<file path="config.mk">
export PLATFORM = sky130hd
export DESIGN_NAME = selective_repeat_sender_window_top
export DESIGN_NICKNAME = d
export VERILOG_FILES = /design/src/rtl/srsw_pkg.sv /design/src/rtl/srsw_ctrl.sv /design/src/rtl/srsw_datapath.sv /design/src/rtl/selective_repeat_sender_window_top.sv
export VERILOG_INCLUDE_DIRS = /design/src /design/src/rtl
export SDC_FILE = /design/constraint.sdc
export NUM_CORES = 1
export LEC_CHECK = 0
export BUFFER_PORTS_ARGS = -buffer_cell sky130_fd_sc_hd__buf_2
export CORE_MARGIN = 3
export CORE_UTILIZATION = 45
export CTS_CLUSTER_DIAMETER = 40
export DETAILED_ROUTE_END_ITERATION = 7
export PLACE_DENSITY = 0.61
export SYNTH_ARGS = -nofsm -noshare
export SYNTH_HDL_FRONTEND = slang
export SYNTH_HIERARCHICAL = 1
export SYNTH_SLANG_ARGS = --single-unit
</file>
<file path="constraint.sdc">
create_clock -name clock -period 12.88 [get_ports clock]
set_input_delay 1.932 -clock clock [delete_from_list [all_inputs] [get_ports clock]]
set_output_delay 1.932 -clock clock [all_outputs]
set_load 0.01 [all_outputs]
</file>
<file path="src/rtl/selective_repeat_sender_window_top_assert.svh">
// assertion macros for the selective-repeat sender window
`ifndef SELECTIVE_REPEAT_SENDER_WINDOW_TOP_ASSERT_SVH
`define SELECTIVE_REPEAT_SENDER_WINDOW_TOP_ASSERT_SVH

// same-cycle implication
`define SRSW_ASSERT_NOW(label, clk, rst, ante, cons, msg) \
   label: assert property (@(posedge clk) disable iff (rst) (ante) |-> (cons)) \
      else $error(msg);

// next-cycle implication
`define SRSW_ASSERT_NEXT(label, clk, rst, ante, cons, msg) \
   label: assert property (@(posedge clk) disable iff (rst) (ante) |=> (cons)) \
      else $error(msg);

`endif

</file>
<file path="src/rtl/srsw_pkg.sv">
`default_nettype none

package srsw_pkg;

   localparam int WINDOW_MAX_DEFAULT = 16;

   localparam int SEQ_W      = 16;
   localparam int CNT_W      = 32;
   localparam int KIND_W     = 2;
   localparam int WIN_W      = 5;
   localparam int CSR_IDX_W  = 2;
   localparam int CSR_DATA_W = 16;

   localparam logic OP_TICK = 1'b0;
   localparam logic OP_ACK  = 1'b1;

   localparam logic [KIND_W-1:0] KIND_STATUS = 2'd0;
   localparam logic [KIND_W-1:0] KIND_SEND   = 2'd1;
   localparam logic [KIND_W-1:0] KIND_RESEND = 2'd2;

   localparam logic [CSR_IDX_W-1:0] CSR_WINDOW_SIZE   = 2'd0;
   localparam logic [CSR_IDX_W-1:0] CSR_FRAME_TOTAL   = 2'd1;
   localparam logic [CSR_IDX_W-1:0] CSR_TIMEOUT_TICKS = 2'd2;

   localparam logic [WIN_W-1:0] WINDOW_SIZE_RESET   = 5'd4;
   localparam logic [SEQ_W-1:0] FRAME_TOTAL_RESET   = 16'd1;
   localparam logic [SEQ_W-1:0] TIMEOUT_TICKS_RESET = 16'd3;

   // controller to datapath
   typedef struct packed {
      logic accept;
      logic slide;
      logic send;
      logic age;
      logic finish;
   } cmd_type;

   // datapath to controller
   typedef struct packed {
      logic tick_active;
      logic send_more;
      logic slide_more;
      logic range_empty;
      logic scan_acked;
      logic age_hit;
      logic scan_last;
      logic emit_ok;
      logic out_free;
   } status_type;

endpackage

`default_nettype wire

</file>
<file path="src/rtl/srsw_ctrl.sv">
`default_nettype none

module srsw_ctrl
   import srsw_pkg::*;
(
   input  logic       clock,
   input  logic       reset,
   input  logic       req_valid,
   input  logic       req_op,
   output logic       req_stall,
   input  status_type status,
   output cmd_type    cmd
);

   localparam logic [2:0] ST_IDLE   = 3'd0;
   localparam logic [2:0] ST_SLIDE  = 3'd1;
   localparam logic [2:0] ST_SEND   = 3'd2;
   localparam logic [2:0] ST_AGE    = 3'd3;
   localparam logic [2:0] ST_FINISH = 3'd4;

   logic [2:0] state_ff;
   logic [2:0] state_in;

   assign req_stall = (state_ff != ST_IDLE);

   always_comb begin
      state_in = state_ff;
      cmd      = '0;
      unique case (state_ff)
         ST_IDLE: begin
            if (req_valid) begin
               cmd.accept = 1'b1;
               if (req_op == OP_ACK) begin
                  state_in = ST_SLIDE;
               end else if (status.tick_active) begin
                  state_in = ST_SEND;
               end else begin
                  state_in = ST_FINISH;
               end
            end
         end
         ST_SLIDE: begin
            if (status.slide_more) begin
               cmd.slide = 1'b1;
            end else begin
               state_in = ST_FINISH;
            end
         end
         ST_SEND: begin
            if (status.send_more) begin
               cmd.send = status.emit_ok;
            end else if (status.range_empty) begin
               state_in = ST_FINISH;
            end else begin
               state_in = ST_AGE;
            end
         end
         ST_AGE: begin
            // a timeout needs room for the result, anything else just moves on
            if (status.scan_acked || !status.age_hit || status.emit_ok) begin
               cmd.age = 1'b1;
               if (status.scan_last) begin
                  state_in = ST_FINISH;
               end
            end
         end
         ST_FINISH: begin
            if (status.out_free) begin
               cmd.finish = 1'b1;
               state_in   = ST_IDLE;
            end
         end
         default: begin
            state_in = ST_IDLE;
         end
      endcase
   end

   always_ff @(posedge clock) begin
      if (reset) begin
         state_ff <= ST_IDLE;
      end else begin
         state_ff <= state_in;
      end
   end

endmodule

`default_nettype wire

</file>
<file path="src/rtl/srsw_datapath.sv">
`default_nettype none

module srsw_datapath
   import srsw_pkg::*;
#(
   parameter int WINDOW_MAX = WINDOW_MAX_DEFAULT
) (
   input  logic                  clock,
   input  logic                  reset,
   input  logic                  req_op,
   input  logic [SEQ_W-1:0]      req_ack_seq,
   input  logic                  csr_write_enable,
   input  logic [CSR_IDX_W-1:0]  csr_index,
   input  logic [CSR_DATA_W-1:0] csr_write_data,
   input  cmd_type               cmd,
   output status_type            status,
   input  logic                  rsp_stall,
   output logic                  rsp_valid,
   output logic [KIND_W-1:0]     rsp_kind,
   output logic [SEQ_W-1:0]      rsp_frame_seq,
   output logic                  rsp_last,
   output logic                  rsp_all_done,
   output logic [CNT_W-1:0]      rsp_sent_total,
   output logic [CNT_W-1:0]      rsp_resent_total
);

   localparam int SLOT_W = (WINDOW_MAX > 1) ? $clog2(WINDOW_MAX) : 1;
   localparam logic [SLOT_W-1:0] SLOT_LAST = SLOT_W'(WINDOW_MAX - 1);
   localparam logic [SLOT_W:0]   SLOT_SPAN = (SLOT_W + 1)'(WINDOW_MAX);
   localparam logic [SEQ_W:0]    WIN_CAP   = (SEQ_W + 1)'(WINDOW_MAX);

   function automatic logic [SLOT_W-1:0] slot_inc(input logic [SLOT_W-1:0] s);
      return (s == SLOT_LAST) ? '0 : s + 1'b1;
   endfunction

   // configuration
   logic [WIN_W-1:0] win_ff, win_in;
   logic [SEQ_W-1:0] ft_ff, ft_in;
   logic [SEQ_W-1:0] tmo_ff, tmo_in;

   // window state
   logic [SEQ_W-1:0]      base_ff, base_in;
   logic [SEQ_W-1:0]      next_ff, next_in;
   logic [SLOT_W-1:0]     base_slot_ff, base_slot_in;
   logic [SLOT_W-1:0]     next_slot_ff, next_slot_in;
   logic [WINDOW_MAX-1:0] acked_ff, acked_in;
   logic [CNT_W-1:0]      sent_ff, sent_in;
   logic [CNT_W-1:0]      resent_ff, resent_in;

   // scan of outstanding frames during a tick
   logic [SEQ_W-1:0]  old_next_ff, old_next_in;
   logic [SEQ_W-1:0]  scan_ff, scan_in;
   logic [SLOT_W-1:0] scan_slot_ff, scan_slot_in;

   // timer store
   logic [SEQ_W-1:0]  timer_mem [WINDOW_MAX];
   logic [SEQ_W-1:0]  timer_rd_ff;
   logic [SLOT_W-1:0] timer_raddr;
   logic              timer_we;
   logic [SLOT_W-1:0] timer_waddr;
   logic [SEQ_W-1:0]  timer_wdata;

   // one result held back until it is known whether it closes the transaction
   logic              held_v_ff, held_v_in;
   logic [KIND_W-1:0] held_kind_ff, held_kind_in;
   logic [SEQ_W-1:0]  held_seq_ff, held_seq_in;
   logic [CNT_W-1:0]  held_sent_ff, held_sent_in;
   logic [CNT_W-1:0]  held_resent_ff, held_resent_in;

   // output register
   logic              rsp_valid_ff, rsp_valid_in;
   logic [KIND_W-1:0] rsp_kind_ff, rsp_kind_in;
   logic [SEQ_W-1:0]  rsp_seq_ff, rsp_seq_in;
   logic              rsp_last_ff, rsp_last_in;
   logic              rsp_done_ff, rsp_done_in;
   logic [CNT_W-1:0]  rsp_sent_ff, rsp_sent_in;
   logic [CNT_W-1:0]  rsp_resent_ff, rsp_resent_in;

   logic [SEQ_W:0]    win_ext;
   logic [SEQ_W:0]    eff_win;
   logic [SEQ_W:0]    win_end;
   logic [SEQ_W-1:0]  tmo_eff;
   logic [SEQ_W-1:0]  timer_inc;
   logic [SEQ_W-1:0]  ack_diff;
   logic [SLOT_W:0]   ack_sum;
   logic [SLOT_W-1:0] ack_slot;
   logic              ack_hit;
   logic [CNT_W-1:0]  sent_next;
   logic [CNT_W-1:0]  resent_next;
   logic              out_free;
   logic              new_valid;
   logic [KIND_W-1:0] new_kind;
   logic [SEQ_W-1:0]  new_seq;

   assign win_ext   = (SEQ_W + 1)'(win_ff);
   assign eff_win   = (win_ff == '0) ? (SEQ_W + 1)'(1) :
                      ((win_ext > WIN_CAP) ? WIN_CAP : win_ext);
   assign win_end   = {1'b0, base_ff} + eff_win;
   assign tmo_eff   = (tmo_ff == '0) ? SEQ_W'(1) : tmo_ff;
   assign timer_inc = timer_rd_ff + 1'b1;

   // acked frame lies less than one window past base, so one wrap at most
   assign ack_diff = req_ack_seq - base_ff;
   assign ack_sum  = {1'b0, base_slot_ff} + {1'b0, ack_diff[SLOT_W-1:0]};
   assign ack_slot = (ack_sum >= SLOT_SPAN) ? SLOT_W'(ack_sum - SLOT_SPAN)
                                            : ack_sum[SLOT_W-1:0];
   assign ack_hit  = (req_op == OP_ACK) && (req_ack_seq >= base_ff)
                     && (req_ack_seq < next_ff);

   assign sent_next   = (sent_ff == '1) ? sent_ff : sent_ff + 1'b1;
   assign resent_next = (resent_ff == '1) ? resent_ff : resent_ff + 1'b1;

   assign out_free = !rsp_valid_ff || !rsp_stall;

   assign status.tick_active = base_ff < ft_ff;
   assign status.send_more   = ({1'b0, next_ff} < win_end) && (next_ff < ft_ff);
   assign status.slide_more  = (base_ff != next_ff) && acked_ff[base_slot_ff];
   assign status.range_empty = (base_ff == old_next_ff);
   assign status.scan_acked  = acked_ff[scan_slot_ff];
   assign status.age_hit     = (timer_inc >= tmo_eff);
   assign status.scan_last   = ((scan_ff + 1'b1) == old_next_ff);
   assign status.emit_ok     = !held_v_ff || out_free;
   assign status.out_free    = out_free;

   assign timer_raddr = cmd.age ? slot_inc(scan_slot_ff) : scan_slot_ff;

   always_comb begin
      win_in         = win_ff;
      ft_in          = ft_ff;
      tmo_in         = tmo_ff;
      base_in        = base_ff;
      next_in        = next_ff;
      base_slot_in   = base_slot_ff;
      next_slot_in   = next_slot_ff;
      acked_in       = acked_ff;
      sent_in        = sent_ff;
      resent_in      = resent_ff;
      old_next_in    = old_next_ff;
      scan_in        = scan_ff;
      scan_slot_in   = scan_slot_ff;
      timer_we       = 1'b0;
      timer_waddr    = next_slot_ff;
      timer_wdata    = '0;
      new_valid      = 1'b0;
      new_kind       = KIND_STATUS;
      new_seq        = '0;
      held_v_in      = held_v_ff;
      held_kind_in   = held_kind_ff;
      held_seq_in    = held_seq_ff;
      held_sent_in   = held_sent_ff;
      held_resent_in = held_resent_ff;
      rsp_valid_in   = rsp_valid_ff && rsp_stall;
      rsp_kind_in    = rsp_kind_ff;
      rsp_seq_in     = rsp_seq_ff;
      rsp_last_in    = rsp_last_ff;
      rsp_done_in    = rsp_done_ff;
      rsp_sent_in    = rsp_sent_ff;
      rsp_resent_in  = rsp_resent_ff;

      if (csr_write_enable) begin
         unique case (csr_index)
            CSR_WINDOW_SIZE:   win_in = csr_write_data[WIN_W-1:0];
            CSR_FRAME_TOTAL:   ft_in  = csr_write_data;
            CSR_TIMEOUT_TICKS: tmo_in = csr_write_data;
            default: begin
            end
         endcase
      end

      if (cmd.accept) begin
         old_next_in  = next_ff;
         scan_in      = base_ff;
         scan_slot_in = base_slot_ff;
         if (ack_hit) begin
            acked_in[ack_slot] = 1'b1;
         end
      end

      if (cmd.slide) begin
         base_in      = base_ff + 1'b1;
         base_slot_in = slot_inc(base_slot_ff);
      end

      if (cmd.send) begin
         acked_in[next_slot_ff] = 1'b0;
         timer_we     = 1'b1;
         timer_waddr  = next_slot_ff;
         timer_wdata  = '0;
         sent_in      = sent_next;
         next_in      = next_ff + 1'b1;
         next_slot_in = slot_inc(next_slot_ff);
         new_valid    = 1'b1;
         new_kind     = KIND_SEND;
         new_seq      = next_ff;
      end

      if (cmd.age) begin
         scan_in      = scan_ff + 1'b1;
         scan_slot_in = slot_inc(scan_slot_ff);
         if (!status.scan_acked) begin
            timer_we    = 1'b1;
            timer_waddr = scan_slot_ff;
            timer_wdata = status.age_hit ? '0 : timer_inc;
            if (status.age_hit) begin
               resent_in = resent_next;
               new_valid = 1'b1;
               new_kind  = KIND_RESEND;
               new_seq   = scan_ff;
            end
         end
      end

      if (new_valid) begin
         if (held_v_ff) begin
            rsp_valid_in  = 1'b1;
            rsp_kind_in   = held_kind_ff;
            rsp_seq_in    = held_seq_ff;
            rsp_last_in   = 1'b0;
            rsp_done_in   = (base_ff >= ft_ff);
            rsp_sent_in   = held_sent_ff;
            rsp_resent_in = held_resent_ff;
         end
         held_v_in      = 1'b1;
         held_kind_in   = new_kind;
         held_seq_in    = new_seq;
         held_sent_in   = sent_in;
         held_resent_in = resent_in;
      end

      if (cmd.finish) begin
         rsp_valid_in = 1'b1;
         rsp_last_in  = 1'b1;
         rsp_done_in  = (base_ff >= ft_ff);
         if (held_v_ff) begin
            rsp_kind_in   = held_kind_ff;
            rsp_seq_in    = held_seq_ff;
            rsp_sent_in   = held_sent_ff;
            rsp_resent_in = held_resent_ff;
         end else begin
            rsp_kind_in   = KIND_STATUS;
            rsp_seq_in    = '0;
            rsp_sent_in   = sent_ff;
            rsp_resent_in = resent_ff;
         end
         held_v_in = 1'b0;
      end
   end

   always_ff @(posedge clock) begin
      if (timer_we) begin
         timer_mem[timer_waddr] <= timer_wdata;
      end
      timer_rd_ff <= timer_mem[timer_raddr];
   end

   always_ff @(posedge clock) begin
      if (reset) begin
         win_ff       <= WINDOW_SIZE_RESET;
         ft_ff        <= FRAME_TOTAL_RESET;
         tmo_ff       <= TIMEOUT_TICKS_RESET;
         base_ff      <= '0;
         next_ff      <= '0;
         base_slot_ff <= '0;
         next_slot_ff <= '0;
         acked_ff     <= '0;
         sent_ff      <= '0;
         resent_ff    <= '0;
         held_v_ff    <= 1'b0;
         rsp_valid_ff <= 1'b0;
      end else begin
         win_ff       <= win_in;
         ft_ff        <= ft_in;
         tmo_ff       <= tmo_in;
         base_ff      <= base_in;
         next_ff      <= next_in;
         base_slot_ff <= base_slot_in;
         next_slot_ff <= next_slot_in;
         acked_ff     <= acked_in;
         sent_ff      <= sent_in;
         resent_ff    <= resent_in;
         held_v_ff    <= held_v_in;
         rsp_valid_ff <= rsp_valid_in;
      end
   end

   always_ff @(posedge clock) begin
      old_next_ff    <= old_next_in;
      scan_ff        <= scan_in;
      scan_slot_ff   <= scan_slot_in;
      held_kind_ff   <= held_kind_in;
      held_seq_ff    <= held_seq_in;
      held_sent_ff   <= held_sent_in;
      held_resent_ff <= held_resent_in;
      rsp_kind_ff    <= rsp_kind_in;
      rsp_seq_ff     <= rsp_seq_in;
      rsp_last_ff    <= rsp_last_in;
      rsp_done_ff    <= rsp_done_in;
      rsp_sent_ff    <= rsp_sent_in;
      rsp_resent_ff  <= rsp_resent_in;
   end

   assign rsp_valid        = rsp_valid_ff;
   assign rsp_kind         = rsp_kind_ff;
   assign rsp_frame_seq    = rsp_seq_ff;
   assign rsp_last         = rsp_last_ff;
   assign rsp_all_done     = rsp_done_ff;
   assign rsp_sent_total   = rsp_sent_ff;
   assign rsp_resent_total = rsp_resent_ff;

endmodule

`default_nettype wire

</file>
<file path="src/rtl/selective_repeat_sender_window_top.sv">
// channel  direction  handshake          payload
// req      in         req_valid/stall    req_op, req_ack_seq
// rsp      out        rsp_valid/stall    kind, frame_seq, last, all_done, sent/resent totals
// csr      in         csr_write_enable   csr_index, csr_write_data
//
// one transaction at a time; a tick sends new frames into the window, then walks the
// timer memory over outstanding frames one slot per cycle unless a timeout waits for room
// a tick once the base has reached the frame total goes straight to finish
// an ack marks its frame, then slides the base over the acked slots and finishes
// synchronous reset clears the window, counters and marks; the timer memory is not cleared
// rsp stall holds the result register; with a result held back and the register full, it pauses sends and timeouts

`default_nettype none

`include "selective_repeat_sender_window_top_assert.svh"

module selective_repeat_sender_window_top
   import srsw_pkg::*;
#(
   parameter int WINDOW_MAX = WINDOW_MAX_DEFAULT
) (
   input  logic                  clock,
   input  logic                  reset,
   input  logic                  req_valid,
   output logic                  req_stall,
   input  logic                  req_op,
   input  logic [SEQ_W-1:0]      req_ack_seq,
   output logic                  rsp_valid,
   input  logic                  rsp_stall,
   output logic [KIND_W-1:0]     rsp_kind,
   output logic [SEQ_W-1:0]      rsp_frame_seq,
   output logic                  rsp_last,
   output logic                  rsp_all_done,
   output logic [CNT_W-1:0]      rsp_sent_total,
   output logic [CNT_W-1:0]      rsp_resent_total,
   input  logic                  csr_write_enable,
   input  logic [CSR_IDX_W-1:0]  csr_index,
   input  logic [CSR_DATA_W-1:0] csr_write_data
);

   cmd_type    cmd;
   status_type status;
   logic [4:0] cmd_bits;

   srsw_ctrl u_ctrl (
      .clock     (clock),
      .reset     (reset),
      .req_valid (req_valid),
      .req_op    (req_op),
      .req_stall (req_stall),
      .status    (status),
      .cmd       (cmd)
   );

   srsw_datapath #(
      .WINDOW_MAX (WINDOW_MAX)
   ) u_datapath (
      .clock            (clock),
      .reset            (reset),
      .req_op           (req_op),
      .req_ack_seq      (req_ack_seq),
      .csr_write_enable (csr_write_enable),
      .csr_index        (csr_index),
      .csr_write_data   (csr_write_data),
      .cmd              (cmd),
      .status           (status),
      .rsp_stall        (rsp_stall),
      .rsp_valid        (rsp_valid),
      .rsp_kind         (rsp_kind),
      .rsp_frame_seq    (rsp_frame_seq),
      .rsp_last         (rsp_last),
      .rsp_all_done     (rsp_all_done),
      .rsp_sent_total   (rsp_sent_total),
      .rsp_resent_total (rsp_resent_total)
   );

   assign cmd_bits = {cmd.accept, cmd.slide, cmd.send, cmd.age, cmd.finish};

   `SRSW_ASSERT_NOW(a_single_cmd, clock, reset, 1'b1, $onehot0(cmd_bits), "more than one command")
   `SRSW_ASSERT_NOW(a_finish_room, clock, reset, cmd.finish, status.out_free, "finish while full")
   `SRSW_ASSERT_NEXT(a_busy, clock, reset, req_valid && !req_stall, req_stall, "accept not held")
   `SRSW_ASSERT_NEXT(a_last, clock, reset, cmd.finish, rsp_valid && rsp_last, "last missing")

endmodule

`default_nettype wire
</file>
# Yosys cells after proc, flatten, opt, wreduce, memory -nomap -nowiden
# Memories as Yosys holds them, arrays and structs flattened. A register that Yosys moved wholly into a read port is not among the register bits.
# Cells that the tools add are included.
# W data, S select, Z words.
[op_classes]
n_addsub = 13
magnitude_cmp = 15
eq_ne = 20
mux = 92
bitwise_logic = 3
reduce_logical = 30
[ops]
columns = ["cell", "n"]
rows = [
  ["$mux W32", 14],
  ["$mux W16", 17],
  ["$add A16 B1 Y16 const B", 4],
  ["$add A32 B1 Y32 const B", 2],
  ["$eq A32 B32 Y1 const B", 2],
  ["$ge A16 B16 Y1", 3],
  ["$lt A16 B16 Y1", 3],
  ["$mux W4", 9],
  ["$eq A16 B16 Y1", 2],
  ["$mux W1", 29],
  ["$mux W3", 9],
  ["$lt A4 B5 Y1 const B", 4],
  ["$add A16 B17 Y17", 1],
  ["$lt A16 B17 Y1", 1],
  ["$mux W17", 1],
  ["$and A16 B16 Y16", 1],
  ["$logic_not A16 Y1", 1],
  ["$ne A16 B16 Y1", 1],
  ["$not A16 Y16", 1],
  ["$or A16 B16 Y16", 1],
  ["$pmux W3 S5", 1],
  ["$mux W2", 7],
  ["$add A4 B1 Y4 const B", 3],
  ["$eq A4 B4 Y1 const B", 3],
  ["27 further kinds", 53],
]
[word_totals]
regBits = 364
ramBits = 256
out_inout_bits = 86
elab_cells = 200
n_memories = 1
[mem_list]
columns = ["name", "depth", "width", "read_ports", "rd_clocked_by_memory_dff", "wr", "line", "source"]
rows = [
  ["u_datapath.timer_mem", 16, 16, 1, 1, 1, "srsw_datapath.sv:56", "logic [SEQ_W-1:0] timer_mem [WINDOW_MAX];"],
]

# Depth between registers and ports, before layout
[depth]
word_depth = 14
ltp_mapped = 28

# By module
# Netlist, hierarchy kept.
[modules_own_cells]
columns = ["mod", "n_inst", "cells_each", "area_each_um2"]
rows = [
  ["srsw_datapath", 1, 2337, 29726.0],
  ["srsw_ctrl", 1, 46, 347.8],
]

# Least setup slack after synthesis
# OpenSTA, ideal clock, no wires.
[synth_path]
path_kind = "flip-flop to flip-flop"
from = "register u_datapath.win_ff[1]"
to = "register u_datapath.held_kind_ff[0] (enable)"
setup_time_ns = 0.454
arrival_ns = 6.036
required_ns = 12.426
path_slack_ns = 6.390
stages_incl_launch_ff = 26
path_buffers = 3
synth_period_minus_slack_ns = 6.490
path_cell_list = "dfxtp_1 nor3_1 nor2_1 nor2_1 ha_1 inv_1 fa_1 nor2b_1 o21ai_0 a21oi_1 o21ai_0 xnor2_1 ha_1 nand4_1 nor2_1 nor3_1 o311a_1 o21ai_0 a21oi_1 and2_2 nand2_1 nor3_1 clkbuf_1 clkbuf_1 clkbuf_1 nand2b_1"
[synth_rtl]
columns = ["item", "line", "source"]
rows = [
  ["start: declaration", "srsw_datapath.sv:37", "logic [WIN_W-1:0] win_ff, win_in;"],
  ["start signal: assignment", "srsw_datapath.sv:271", "win_ff <= win_in;"],
  ["end signal: assignment", "srsw_datapath.sv:290", "held_kind_ff <= held_kind_in;"],
  ["end: declaration", "srsw_datapath.sv:65", "logic [KIND_W-1:0] held_kind_ff, held_kind_in;"],
]

==> metrics <==
fillcell total 5,559; top post-synthesis cells by area edfxtp_1 (46%), dfxtp_1 (12%), mux4_2 (6.7%); Reg area approximately 17,000 µm²; Startpoint Class register; FMAX between 100 and 150 MHz; Final Skew approximately 0.044 ns; vias in the first global route 19,800; share of the synthesized area in the top cell type between 40% and 50%; yosys warns 6; Req. time, crit path between 10 and 15 ns; floorplan row count 94; placer congestion estimate a little under 0.9; Rel. slew slack between 10% and 20%; Die Span X 265 µm; PortBufs roughly 130; highest net fanout along the worst path a little over 80; Worst-path clk slew 0.06 ns; largest area contributor in the netlist edfxtp_1; GRT Total Usage a little over a fifth; syn_nets approximately 2,500; most common cell in the synthesized netlist edfxtp_1; Routed wire per std cell 21.3 µm; vias just under 20,000; Root Driver clkbuf_16; total power about 6.5 mW; Slew @ Worst Pin 1.24 ns; area grow syn2layout 16.9%; Netlist cell types slightly above 80; Final period util a little over half; largest net degree at the start of global routing between 100 and 150; Post-Place Cells 3,281; share of layout cells above drive strength 1 a little over a fifth; core area between 60,000 and 70,000 µm²; Detailed Route Iter0 Violations roughly 1,700; Post CTS Setup Buffer Count 0; critical setup path kind reg -> reg; global-route wire length before repair approximately 120 mm; sequential share of power ~40%; Switching Fraction 27.5%; clock sinks 636; Primary FF master, synth edfxtp_1; H-tree levels 3; Clock power frac ~43%; leakage power about 12 nW; dpl hpwl roughly 49 mm; number of synthesized flops with an enable pin 457; die area around 70,000 µm²; final WL between 70 and 80 mm; TritonCTS clock tree done; Cells after Synth roughly 2,400; nets roughly 2,700; Setup Viol. Count Final 0; Comb pwr share ~17%; Final Hold Vio Count 0; min Tclk post-route around 7.0 ns; peak supply drop 0.127 mV; GR Overflow Total 0; HP Class reg -> reg; die height around 260 µm; TNS Setup 0 ns; RSZ-0062 raised after global routing no; switching power between 1.5 and 2 mW; hold_buf cts 0; post-cts sizing count 0; max-cap violations 0; Netlist Area Pre-Place roughly 30,000 µm²; DRC violations left 0; syn avg cell area 12.6 µm²; Synth top cells by count edfxtp_1 (457), dfxtp_1 (179), nand2_1 (178); CTS Buf Count 99; initial core utilization roughly 46%; Max Slew Vio Count 0; clock buffer depth 3; P per Cell Area roughly 180 nW/µm²; via/cell ratio about 5.6; DR pass1 iterations 6; remaining antenna violation count 0; status finished clean; Ports 126; crit path DAT ~7 ns; Yosys reg bits 636; final cell count without fillers 3,470; Int Power around 4.7 mW; multi-input gate area in the final layout about 12,000 µm²; Seq/Total Area, Yosys 57.5%; initial antenna violation count 1; asr flop ratio synth 0%; clock latency on the worst-skew pair ~0.65 ns; Setup crit end kind register
## power by group through the flow
stage / registers (mW) / logic, mW / clock network, mW
6_report: 2.61 / 1.07 / 2.78
5_1_grt: 2.63 / 1.17 / 2.93
4_1_cts: 2.61 / 1.09 / 2.84
3_5_place_dp: 2.64 / 1.08 / 0
3_3_place_gp: 2.64 / 1.08 / 0
2_1_floorplan: 2.59 / 0.770 / 0
## worst paths after layout
check                                    start                                     end  slack (ns)  cells past startpoint
max          u_datapath/timer_rd_ff[0]$_DFF_P_  u_datapath/rsp_sent_total[6]$_DFFE_PP_        5.87                     19
min           u_datapath/ft_ff[2]$_SDFFE_PP0P_        u_datapath/ft_ff[2]$_SDFFE_PP0P_        0.46                      2
max reg2reg  u_datapath/timer_rd_ff[0]$_DFF_P_  u_datapath/rsp_sent_total[6]$_DFFE_PP_        5.87                     19
min reg2reg   u_datapath/ft_ff[2]$_SDFFE_PP0P_        u_datapath/ft_ff[2]$_SDFFE_PP0P_        0.46                      2
## routing by layer
| metal | GRT usage [%] | up-vias | share of wire, % |
|---|---|---|---|
| li1 | - | 9097 | - |
| met1 | 29.5 | 9679 | 44 |
| met2 | 34.0 | 599 | 47 |
| met3 | 3.77 | 137 | 6.4 |
| met4 | 6.50 | 0 | 2.5 |
| met5 | 0 | - | 0 |
## placed cells by master (no fill, tap or decap), types with 8 or more instances in the layout
cell type and n:
and3_1 19, mux2i_1 11, o21a_1 9, edfxtp_1 457, clkbuf_16 99, xor2_1 44, a21oi_1 115, bufinv_16 16
clkinv_1 11, dfxtp_1 179, clkinv_4 11, o21ai_0 47, nand2_1 177, clkinvlp_4 8, nor3b_1 9, a211oi_1 11
xnor2_1 128, buf_4 32, mux2_2 88, a21o_1 24, nor4_1 26, mux4_2 89, or3_1 15, nor2_1 157
nor2_2 16, nand3_1 68, buf_2 124, inv_1 100, nand2b_1 8, and4_1 14, clkinv_2 14, ha_1 113
inv_6 11, nor2b_1 83, and2_1 28, nor3_1 47, nand4_1 52
## sequential cells by signal, indices dropped and copies added, names as in the netlist, 32 cells and up
register / flops
u_datapath/timer_mem: 256
u_datapath/held_resent_ff: 32
u_datapath/held_sent_ff: 32
u_datapath/resent_ff: 32
u_datapath/rsp_resent_total: 32
u_datapath/rsp_sent_total: 32
u_datapath/sent_ff: 32
## critical path, stage by stage, from the launching register on
cell and delay (ns):
dfxtp_1 0.48, ha_1 0.23, nand3_1 0.15, nor3_1 0.48, nand3_1 0.16, xnor2_1 0.43, ha_1 0.23, and4_1 0.22
o211ai_1 0.10, a31oi_1 0.51, or2_2 0.23, nor3b_1 0.50, nor3_2 0.06, buf_4 0.33, nand2b_4 0.26, o21bai_4 0.15
buf_4 0.46, clkinv_1 0.16, o21ai_0 0.47, nand2_4 0.66
## cell families after synthesis
group / synth area share, %
adder cells (fa/ha/maj): 4.90
buffers and inverters: 2.96
AND/OR/NAND/NOR: 12.9
AO/OA/AOI/OAI: 5.89
multiplexers: 10.4
flip-flops: 57.5
XOR/XNOR: 5.38
## layout make-up
| cell class | count | share of cell area (%) |
|---|---|---|
| clock inverters | 79 | 2.82 |
| multi-input cells | 1523 | 34.1 |
| repair buffers | 157 | 2.48 |
| diodes | 2 | 0.0142 |
| flip-flops and latches | 636 | 49.2 |
| inverters | 101 | 1.08 |
| clock buffers | 108 | 7.23 |
| well taps | 864 | 3.07 |
## per-stage QoR
stage | util (%) | cell area [µm²] | worst slack (ns) | hold WS (ns)
finish | 53.3 | 35200 | 5.87 | 0.459
global route | 53.3 | 35200 | 5.32 | 0.485
CTS | 53.3 | 35200 | 5.82 | 0.459
detailed placement | 47.9 | 31600 | 5.89 | 0.452
global placement | 47.9 | 31600 | 5.90 | 0.451
floorplan | - | 30100 | 6.39 | 0.435
(Power assumes the default switching activity.)
